$ cat src/rtl/core/mibp_pkg.sv
package mibp_pkg;

	// Configuration register indexes.
	typedef enum logic [1:0] {
		CFG_IMAGE_WIDTH   = 2'd0,
		CFG_MASK_ENABLE   = 2'd1,
		CFG_INACTIVE_MODE = 2'd2
	} cfg_reg_t;

	localparam int unsigned CFG_INDEX_W   = 2;
	localparam int unsigned WIDTH_W       = 13;
	localparam int unsigned MAX_WIDTH_DEF = 4096;
	localparam logic [WIDTH_W-1:0] WIDTH_RESET = 13'd32;

	// Luminance in integer form: 299r + 587g + 114b compared against 128 * 1000.
	localparam int unsigned LUM_W = 18;
	localparam logic [LUM_W-1:0] LUM_COEF_R = 18'd299;
	localparam logic [LUM_W-1:0] LUM_COEF_G = 18'd587;
	localparam logic [LUM_W-1:0] LUM_COEF_B = 18'd114;
	localparam logic [LUM_W-1:0] LUM_LIMIT  = 18'd128000;

	// Marker colour that always gives a set pixel bit, before mask and checkerboard.
	localparam logic [7:0] MARK_R = 8'd66;
	localparam logic [7:0] MARK_G = 8'd154;
	localparam logic [7:0] MARK_B = 8'd167;

	// Checkerboard patterns for inactive mode.
	localparam logic [7:0] CHECKER_ODD  = 8'hAA;
	localparam logic [7:0] CHECKER_EVEN = 8'h55;

	localparam logic [2:0] LAST_BIT = 3'd7;

	// Pixel item as held in the input register.
	typedef struct packed {
		logic       start_of_image;
		logic [7:0] mask_byte;
		logic [7:0] blue;
		logic [7:0] green;
		logic [7:0] red;
	} pixel_t;

	function automatic logic [7:0] reverse8(input logic [7:0] v);
		logic [7:0] r;
		for (int k = 0; k < 8; k++) begin
			r[7-k] = v[k];
		end
		return r;
	endfunction

	function automatic logic pixel_bit(input logic [7:0] r, input logic [7:0] g,
			input logic [7:0] b);
		logic [LUM_W-1:0] lum;
		lum = LUM_W'(r) * LUM_COEF_R + LUM_W'(g) * LUM_COEF_G + LUM_W'(b) * LUM_COEF_B;
		return (lum < LUM_LIMIT) || (r == MARK_R && g == MARK_G && b == MARK_B);
	endfunction

endpackage

$ cat src/rtl/core/mono_icon_bit_packer.sv
// Channel   | Dir | Handshake                       | Contents
// s_axis    | in  | s_axis_tvalid / s_axis_tready   | one pixel word: RGB, mask byte, start flag
// m_axis    | out | m_axis_tvalid / m_axis_tready   | one packed byte, tlast closes a row
// cfg       | in  | cfg_valid / cfg_ready           | register index and write data
//
// One pixel word is taken per clock while the input register can pass its pixel on.
// A pixel is held in the input register; a byte that it completes is written to the
// output register when the pixel moves on. Reset clears the position state and loads
// the register defaults. A stalled output blocks only pixels that complete a byte;
// pixels that just add a bit keep flowing into the partial byte.
module mono_icon_bit_packer #(
	parameter int unsigned MAX_WIDTH = mibp_pkg::MAX_WIDTH_DEF
) (
	input  logic                                clk,
	input  logic                                arst_n,
	// Pixel input. tdata, from bit 0 up: red[7:0], green[7:0], blue[7:0], mask_byte[7:0].
	input  logic                                s_axis_tvalid,
	output logic                                s_axis_tready,
	input  logic [31:0]                         s_axis_tdata,
	// tuser: start_of_image.
	input  logic                                s_axis_tuser,
	// Byte output. tdata, from bit 0 up: mono_byte[7:0]. tlast: end_of_row.
	output logic                                m_axis_tvalid,
	input  logic                                m_axis_tready,
	output logic [7:0]                          m_axis_tdata,
	output logic                                m_axis_tlast,
	// Configuration writes.
	input  logic                                cfg_valid,
	output logic                                cfg_ready,
	input  logic [mibp_pkg::CFG_INDEX_W-1:0]    cfg_index,
	input  logic [mibp_pkg::WIDTH_W-1:0]        cfg_data
);

	// Column counter covers 0 .. MAX_WIDTH-1; the compare width also holds the
	// widest register value and MAX_WIDTH itself.
	localparam int unsigned COL_W = (MAX_WIDTH > 1) ? $clog2(MAX_WIDTH) : 1;
	localparam int unsigned CMP_W = (COL_W + 1 > mibp_pkg::WIDTH_W + 1) ?
		COL_W + 1 : mibp_pkg::WIDTH_W + 1;

	// Configuration registers.
	logic [mibp_pkg::WIDTH_W-1:0] image_width_q;
	logic                         mask_enable_q;
	logic                         inactive_mode_q;

	// Input register.
	logic             v_s1;
	mibp_pkg::pixel_t pix_s1;

	// Position state.
	logic [2:0]       bit_pos_q;
	logic [7:0]       partial_q;
	logic [COL_W-1:0] column_q;
	logic             row_odd_q;

	// Output register.
	logic       out_valid_q;
	logic [7:0] out_byte_q;
	logic       out_last_q;

	// Combinational next values.
	logic             produce;
	logic             advance;
	logic [2:0]       bit_pos_cur;
	logic [7:0]       partial_cur;
	logic [COL_W-1:0] column_cur;
	logic             row_odd_cur;
	logic             row_odd_nxt;
	logic [7:0]       partial_nxt;
	logic [CMP_W-1:0] eff_width;
	logic             last;
	logic             full;
	logic [7:0]       byte_out;

	assign cfg_ready = 1'b1;

	always_ff @(posedge clk or negedge arst_n) begin
		if (!arst_n) begin
			image_width_q   <= mibp_pkg::WIDTH_RESET;
			mask_enable_q   <= 1'b0;
			inactive_mode_q <= 1'b0;
		end else if (cfg_valid && cfg_ready) begin
			case (mibp_pkg::cfg_reg_t'(cfg_index))
				mibp_pkg::CFG_IMAGE_WIDTH:   image_width_q   <= cfg_data;
				mibp_pkg::CFG_MASK_ENABLE:   mask_enable_q   <= cfg_data[0];
				mibp_pkg::CFG_INACTIVE_MODE: inactive_mode_q <= cfg_data[0];
				default: ;
			endcase
		end
	end

	// A start-of-image pixel sees cleared position state.
	always_comb begin
		bit_pos_cur = pix_s1.start_of_image ? 3'd0 : bit_pos_q;
		partial_cur = pix_s1.start_of_image ? 8'd0 : partial_q;
		column_cur  = pix_s1.start_of_image ? '0 : column_q;
		row_odd_cur = pix_s1.start_of_image ? 1'b0 : row_odd_q;
		// Row parity flips on the first pixel of every row.
		row_odd_nxt = (column_cur == '0) ? !row_odd_cur : row_odd_cur;

		partial_nxt = partial_cur |
			(8'(mibp_pkg::pixel_bit(pix_s1.red, pix_s1.green, pix_s1.blue)) << bit_pos_cur);

		// A width of zero counts as one, anything above MAX_WIDTH as MAX_WIDTH.
		if (image_width_q == '0) begin
			eff_width = CMP_W'(1);
		end else if (CMP_W'(image_width_q) > CMP_W'(MAX_WIDTH)) begin
			eff_width = CMP_W'(MAX_WIDTH);
		end else begin
			eff_width = CMP_W'(image_width_q);
		end
		last = (CMP_W'(column_cur) + CMP_W'(1)) >= eff_width;
		full = (bit_pos_cur == mibp_pkg::LAST_BIT);

		byte_out = partial_nxt;
		if (mask_enable_q) begin
			byte_out = byte_out & mibp_pkg::reverse8(pix_s1.mask_byte);
		end
		if (inactive_mode_q) begin
			byte_out = byte_out &
				(row_odd_nxt ? mibp_pkg::CHECKER_ODD : mibp_pkg::CHECKER_EVEN);
		end
	end

	// The held pixel moves on when it emits nothing or the output slot is free.
	assign produce       = full || last;
	assign advance       = v_s1 && (!produce || !out_valid_q || m_axis_tready);
	assign s_axis_tready = !v_s1 || advance;

	always_ff @(posedge clk or negedge arst_n) begin
		if (!arst_n) begin
			v_s1 <= 1'b0;
		end else if (s_axis_tready) begin
			v_s1 <= s_axis_tvalid;
		end
	end

	always_ff @(posedge clk) begin
		if (s_axis_tready && s_axis_tvalid) begin
			pix_s1 <= {s_axis_tuser, s_axis_tdata[31:24], s_axis_tdata[23:16],
				s_axis_tdata[15:8], s_axis_tdata[7:0]};
		end
	end

	always_ff @(posedge clk or negedge arst_n) begin
		if (!arst_n) begin
			bit_pos_q <= 3'd0;
			partial_q <= 8'd0;
			column_q  <= '0;
			row_odd_q <= 1'b0;
		end else if (advance) begin
			row_odd_q <= row_odd_nxt;
			column_q  <= last ? '0 : column_cur + COL_W'(1);
			if (produce) begin
				bit_pos_q <= 3'd0;
				partial_q <= 8'd0;
			end else begin
				bit_pos_q <= bit_pos_cur + 3'd1;
				partial_q <= partial_nxt;
			end
		end
	end

	always_ff @(posedge clk or negedge arst_n) begin
		if (!arst_n) begin
			out_valid_q <= 1'b0;
		end else if (advance && produce) begin
			out_valid_q <= 1'b1;
		end else if (m_axis_tready) begin
			out_valid_q <= 1'b0;
		end
	end

	always_ff @(posedge clk) begin
		if (advance && produce) begin
			out_byte_q <= byte_out;
			out_last_q <= last;
		end
	end

	assign m_axis_tvalid = out_valid_q;
	assign m_axis_tdata  = out_byte_q;
	assign m_axis_tlast  = out_last_q;

	// Bits at or above the fill position of the partial byte are always clear.
	assert property (@(posedge clk) disable iff (!arst_n)
		(partial_q >> bit_pos_q) == 8'd0)
		else $error("partial byte holds bits beyond its fill position");

	// The column counter never leaves the supported row length.
	assert property (@(posedge clk) disable iff (!arst_n)
		CMP_W'(column_q) < CMP_W'(MAX_WIDTH))
		else $error("pixel column beyond maximum width");

	// A pixel that completes a byte presents it on the next cycle.
	assert property (@(posedge clk) disable iff (!arst_n)
		(advance && produce) |=> m_axis_tvalid)
		else $error("completed byte not presented");

	// Input is only held off while a pixel waits in the input register.
	assert property (@(posedge clk) disable iff (!arst_n)
		!s_axis_tready |-> (v_s1 && out_valid_q && !m_axis_tready))
		else $error("input stalled without a blocked byte");

endmodule
$ cat config.mk
export PLATFORM = sky130hd
export DESIGN_NAME = mono_icon_bit_packer
export DESIGN_NICKNAME = d
export VERILOG_FILES = /design/src/rtl/core/mibp_pkg.sv /design/src/rtl/core/mono_icon_bit_packer.sv
export SDC_FILE = /design/constraint.sdc
export NUM_CORES = 1
export LEC_CHECK = 0
export BUFFER_PORTS_ARGS = -buffer_cell sky130_fd_sc_hd__buf_2
export CAP_MARGIN = 20
export CORE_AREA = 5 5 140 142
export CTS_BUF_LIST = sky130_fd_sc_hd__clkbuf_4 sky130_fd_sc_hd__clkbuf_8
export DETAILED_ROUTE_END_ITERATION = 16
export DIE_AREA = 0 0 145 147
export GPL_TIMING_DRIVEN = 0
export MAX_ROUTING_LAYER = met4
export PLACE_DENSITY = 0.65
export SYNTH_ARGS = -nofsm -noshare
export SYNTH_HDL_FRONTEND = slang
export SYNTH_SLANG_ARGS = --single-unit
$ cat constraint.sdc
create_clock -name clk -period 8.2 [get_ports clk]
set_clock_uncertainty 0.2 [all_clocks]
set_input_delay 1.23 -clock clk [delete_from_list [all_inputs] [get_ports clk]]
set_output_delay 1.23 -clock clk [all_outputs]
set_load 0.05 [all_outputs]
==> impl_metrics.toml, run 1 <==
[route]
vias = 5603
wl_mm = 16.8
drc = 0
drt-pass1-iter-count = 5
viasPerCell = 5.12
drt_iter0_drc = 171
wire_per_inst_um = 15.3
detail-route-antenna-nets = 0

[final_layout]
instances_no_fill = 1095
syn2layout_area_growth_pct = 10.1
nNetsFinal = 1103
final_common_cell = "inv_1"
final_cell_mix = "177 x inv_1, 123 x ha_1, 71 x fa_1, 66 x buf_2, 50 x nand2_1"
antenna-diode-count = 0
drive_gt1_frac = 0.132

[synthesis]
synthCells = 782
synth_edf_count = 42
yosysUniqueCellTypes = 65
yosysWarnings = 0
ys_seq_area_frac = 0.286
syn_area_per_cell_um2 = 10.2
synth_nets = 1029
synth_flop_cell = "edfxtp_1"
synth_seq_cells = 83
async_flop_share = 0.494
netlist_area_mm2 = 0.00801

[global_routing]
antenna_found_initial = 0
grt_pass1_wl_mm = 28.9
gr-total-overflow = 0
grt_pass1_vias = 5899
grt_use_total = 0.171
grt_max_degree = 42

[timing]
fin_ws_ns = 0.825
worst_pin_slew_ns = 0.937
rsz0062_at_grt = "no"
fmax_ghz = 0.136
hold_viol = 0
fin_setup_tns_ns = 0
post-route-period-util = 0.899
report.final.slew_viol_count = 0
relSlewSlack = 0.375
setup_violations = 0
period_needed_ns = 7.37

[placement]
dpl_worst_slack_ns = 0.829
gp_routability_congestion = 0.846
place_hpwl_mm = 14.0
placed_cells = 1079
port_buffers = 63

[power_and_ir_drop]
internal-power_uw = 1720
power-per-cell-area_mw_per_mm2 = 395
pwr-share-comb = 0.761
switching_power_uw = 1760
ir_drop_mv = 0.311
p_sw_frac = 0.506
p_seq_frac = 0.152
p_leak_uw = 0.00441
clkPwrFrac = 0.088
totalPowerFinal_uw = 3480

[setup_path]
cp.arrival_ns = 7.31
cp-start-kind = "flop"
endpoint_kind = "flop"
setup.worst_path.class = "reg2reg"
worstPathRequired_ns = 8.14
critical-path-max-stage-delay_ns = 0.55
r2r_end = "m_axis_tdata[4]$_DFFE_PP_"
timing.reg2reg.setup_slack_ns = 0.83
crit_path_top_delay_cell = "fa_1"
r2r_cells = 27
cp_max_fo = 10
r2r_start = "pix_s1[18]$_DFFE_PP_"

[status]
status = "completed"

[min_path]
min_path_type = "reg2reg"
hold_depth = 1
whs_endpoint = "partial_q[4]$_DFFE_PN0P_"
worstHoldStart = "partial_q[4]$_DFFE_PN0P_"

[floorplanning]
die_y_um = 147
dieArea_mm2 = 0.0213
die_w_um = 145
ios = 65
start_util = 0.437
core_mm2 = 0.0183
row_count = 50

[clocking]
postCtsHoldBufs = 0
clkLatencyLatePin_ns = 0.39
post_cts_buffers = 0
cts_buffers = 9
clock_sinks = 83
ctsLongestPathBuffers = 2
tritoncts = "yes"
cts_resized = 0
cts.root.buffer_cell = "clkbuf_8"
path_clk_slew_ns = 0.09
htree_levels = 3

[flow_run]
cap_violations = 0
through the flow:
stage	util	area (um^2)	hold WS, ns
final	0.481	8810	0.301
after global routing	0.481	8810	0.323
after CTS	0.481	8810	0.302
after detailed placement	0.470	8610	0.278
after global placement	0.470	8610	0.273
after floorplan	-	8010	0.248
state kept, by name, indices dropped and copies added (netlist names):
signal           cells
bit_pos_q            3
column_q            12
image_width_q       13
inactive_mode_q      1
m_axis_tdata         8
m_axis_tlast         1
m_axis_tvalid        1
mask_enable_q        1
partial_q            8
pix_s1              33
row_odd_q            1
v_s1                 1
critical path, delay by kind of cell, from the launching register on:
kind	cells	cell delay [ns]
AOI/OAI and AO/OA	8	1.55
xor gates and xnor gates	1	0.28
adders and majority gates	8	3.13
buffers and inverters	7	0.66
DFF	1	0.49
and+or+nand+nor	3	0.82
per-layer routing:
metal | up-vias | track usage | part of all wire
met5 | - | - | 0
met4 | 0 | 0.0433 | 0.019
met3 | 20 | 0.0386 | 0.040
met2 | 109 | 0.277 | 0.48
met1 | 2708 | 0.219 | 0.46
li1 | 2766 | - | -
cell usage after synthesis (all sizes together) (11+ instances only):
| master | n | share of area |
|---|---|---|
| ha | 123 | 0.19 |
| mux2 | 14 | 0.020 |
| o21ai | 37 | 0.024 |
| xnor2 | 14 | 0.015 |
| edfxtp | 42 | 0.16 |
| nor2 | 26 | 0.012 |
| nand4 | 12 | 0.010 |
| fa | 71 | 0.18 |
| inv | 178 | 0.083 |
| nand3 | 12 | 0.0075 |
| dfrtp | 40 | 0.13 |
| a21oi | 17 | 0.011 |
| nand2b | 11 | 0.0086 |
| nand2 | 50 | 0.023 |
how the worst max path moves through the flow:
stage	startpoint	end	slack, ns	depth (start not counted)
floorplan	pix_s1[18]$_DFFE_PP_	m_axis_tdata[7]$_DFFE_PP_	1.54	27
global placement	pix_s1[18]$_DFFE_PP_	m_axis_tdata[4]$_DFFE_PP_	0.82	27
detailed placement	pix_s1[18]$_DFFE_PP_	m_axis_tdata[4]$_DFFE_PP_	0.83	27
CTS	pix_s1[18]$_DFFE_PP_	m_axis_tdata[4]$_DFFE_PP_	0.79	27
global route	pix_s1[16]$_DFFE_PP_	m_axis_tdata[4]$_DFFE_PP_	0.48	27
finish	pix_s1[18]$_DFFE_PP_	m_axis_tdata[4]$_DFFE_PP_	0.83	27
power groups by stage:
| stage | sequential (uW) | combinational, uW | clock, uW |
|---|---|---|---|
| detailed placement | 537 | 2630 | 0 |
| CTS | 528 | 2650 | 319 |
| global placement | 537 | 2600 | 0 |
| global route | 535 | 3030 | 338 |
| floorplan | 524 | 2090 | 0 |
| finish | 528 | 2650 | 305 |
cells by family after synthesis:
family,after synthesis,share of synthesized area
fa+ha+maj,194,0.370
compound gates,124,0.111
other cells,1,0.000468
mux,15,0.0209
xor+xnor,22,0.0241
flops,83,0.286
buf+inv,192,0.0933
simple gates,151,0.0941
final cells by class:
class | count | area, um^2
multi-input cells | 507 | 4970
flip-flops and latches | 83 | 2290
inverters | 178 | 668
clock inverters | 7 | 73.8
plain buffers | 14 | 78.8
clock buffers | 9 | 124
fillers | 1752 | 9520
well taps | 234 | 293
repair buffers | 63 | 315
Note: power is estimated with default switching activity, not from simulation.
==> run 2: changes to the inputs <==
- CORE_AREA: 5 5 140 142 -> 5 5 119 166
- DIE_AREA: 0 0 145 147 -> 0 0 124 171
- clock period: 8.2 -> 7.4 ns (I/O delays scaled with it)
==> run 2 against run 1 <==
Count of clock-buffer cells in the layout up 2. Critical path type unchanged. Final area up 1.6%. First-iteration DRC count up 35%. Wire length up 4.6%. Worst setup slack worse by 0.49 ns.
==> impl_metrics.toml, run 2 (synthesis gave the netlist of run 1 again) <==
[global_routing]
gr-total-overflow = 0
grt_max_degree = 42
grt_use_total = 0.181
antenna_found_initial = 0
grt_pass1_wl_mm = 28.8
grt_pass1_vias = 5853

[timing]
post-route-period-util = 0.955
worst_pin_slew_ns = 1.02
period_needed_ns = 7.07
fin_ws_ns = 0.330
hold_viol = 0
setup_violations = 0
relSlewSlack = 0.322
fmax_ghz = 0.141
report.final.slew_viol_count = 0

[floorplanning]
die_y_um = 171
dieArea_mm2 = 0.0212
ios = 65
start_util = 0.439
die_w_um = 124
row_count = 59
core_mm2 = 0.0182

[placement]
dpl_cell_area_mm2 = 0.00863
port_buffers = 63
gp_routability_congestion = 0.860
dpl_worst_slack_ns = 0.0503
place_hpwl_mm = 14.7

[final_layout]
register_area_mm2 = 0.00229
drive_gt1_frac = 0.154
nNetsFinal = 1113
fillerInstances = 1747
largest_reg_flops = 33
utilization = 0.491
final_cell_mix = "176 x inv_1, 121 x ha_1, 69 x fa_1, 67 x buf_2, 50 x nand2_1"
multi_input_area_mm2 = 0.00501
final_common_cell = "inv_1"
top_register = "pix_s1"
fin_area_mm2 = 0.00895
antenna-diode-count = 0
reg_top3 = "pix_s1 x33, image_width_q x13, column_q x12"
syn2layout_area_growth_pct = 11.8

[clocking]
tritoncts = "yes"
cts.root.buffer_cell = "clkbuf_8"
ctsLongestPathBuffers = 2
htree_levels = 3
cts_buffers = 9
clkLatencyLatePin_ns = 0.36
path_clk_slew_ns = 0.09
postCtsHoldBufs = 0
clock_sinks = 83

[route]
drt_iter0_drc = 231
vias = 5730
drt-pass1-iter-count = 5
wire_per_inst_um = 15.7
viasPerCell = 5.14
detail-route-antenna-nets = 0
wl_mm = 17.5
drc = 0

[setup_path]
cp_max_fo = 8
setup.worst_path.class = "reg2reg"
r2r_start = "pix_s1[18]$_DFFE_PP_"
endpoint_kind = "flop"
critical-path-max-stage-delay_ns = 0.52
timing.reg2reg.setup_slack_ns = 0.33
r2r_cells = 28
cp-start-kind = "flop"
r2r_end = "m_axis_tdata[4]$_DFFE_PP_"
cpMostUsedCell = "inv_1"
crit_path_top_delay_cell = "fa_1"
cp.arrival_ns = 6.99
worstPathRequired_ns = 7.32

[status]
status = "completed"

[flow_run]
cap_violations = 0

[min_path]
whs_endpoint = "partial_q[5]$_DFFE_PN0P_"
worstHoldStart = "partial_q[5]$_DFFE_PN0P_"
min_path_type = "reg2reg"
hold_depth = 1

[power_and_ir_drop]
power-per-cell-area_mw_per_mm2 = 440
ir_drop_mv = 0.453
p_leak_uw = 0.00446
-- run 2: area by class of cell --
cell class	count	share of cell area
sequential	83	0.256
tap	244	0.0341
clock buffer	11	0.0162
clock inverter	5	0.00685
multi-input combinational	507	0.560
timing repair buffer	73	0.0437
buffer	14	0.00881
inverter	178	0.0746
-- run 2: power breakdown --
part,switching [uW],internal [uW],leakage [uW]
clock,170,170,0.000103
sequential,45.4,538,0.000929
combinational,1720,1300,0.00343
total,1940,2010,0.00446
-- run 2: worst max-delay path by stage --
stage | start | to | slack, ns | cells after the start
finish | pix_s1[18]$_DFFE_PP_ | m_axis_tdata[4]$_DFFE_PP_ | 0.33 | 28
global route | pix_s1[18]$_DFFE_PP_ | m_axis_tdata[4]$_DFFE_PP_ | -0.01 | 28
CTS | pix_s1[18]$_DFFE_PP_ | m_axis_tdata[4]$_DFFE_PP_ | 0.03 | 27
detailed placement | pix_s1[18]$_DFFE_PP_ | m_axis_tdata[4]$_DFFE_PP_ | 0.05 | 27
global placement | pix_s1[18]$_DFFE_PP_ | m_axis_tdata[4]$_DFFE_PP_ | 0.15 | 27
floorplan | pix_s1[18]$_DFFE_PP_ | m_axis_tdata[7]$_DFFE_PP_ | 0.74 | 27
-- run 2: layer usage --
layer,global-route usage,up-vias,share of wire
li1,-,2782,-
met1,0.199,2821,0.39
met2,0.325,91,0.55
met3,0.0195,36,0.027
met4,0.0810,0,0.038
met5,-,-,0
-- run 2: stage by stage --
step	instances	hold WS, ns	total power [uW]	TNS [ns]
2_1_floorplan	782	0.248	2900	0
3_3_place_gp	1089	0.270	3510	0
3_5_place_dp	1089	0.277	3540	0
4_1_cts	1105	0.304	3900	0
5_1_grt	1115	0.332	4420	-0.0359
6_report	1115	0.297	3940	0
-- run 2: critical path: cells and delay by family (launching register included) --
kind                     cells  cell delay (ns)
flip-flops                   1             0.45
AND/OR/NAND/NOR              3             0.87
adder cells (fa/ha/maj)      8             2.92
buffers and inverters        8             0.71
XOR/XNOR                     1             0.27
AO/OA/AOI/OAI                8             1.41
-- run 2: timing repair --
item,4_1_cts,5_1_grt
buffers inserted,0,9
endpoints found under the setup margin,0,16
resized for setup,0,14
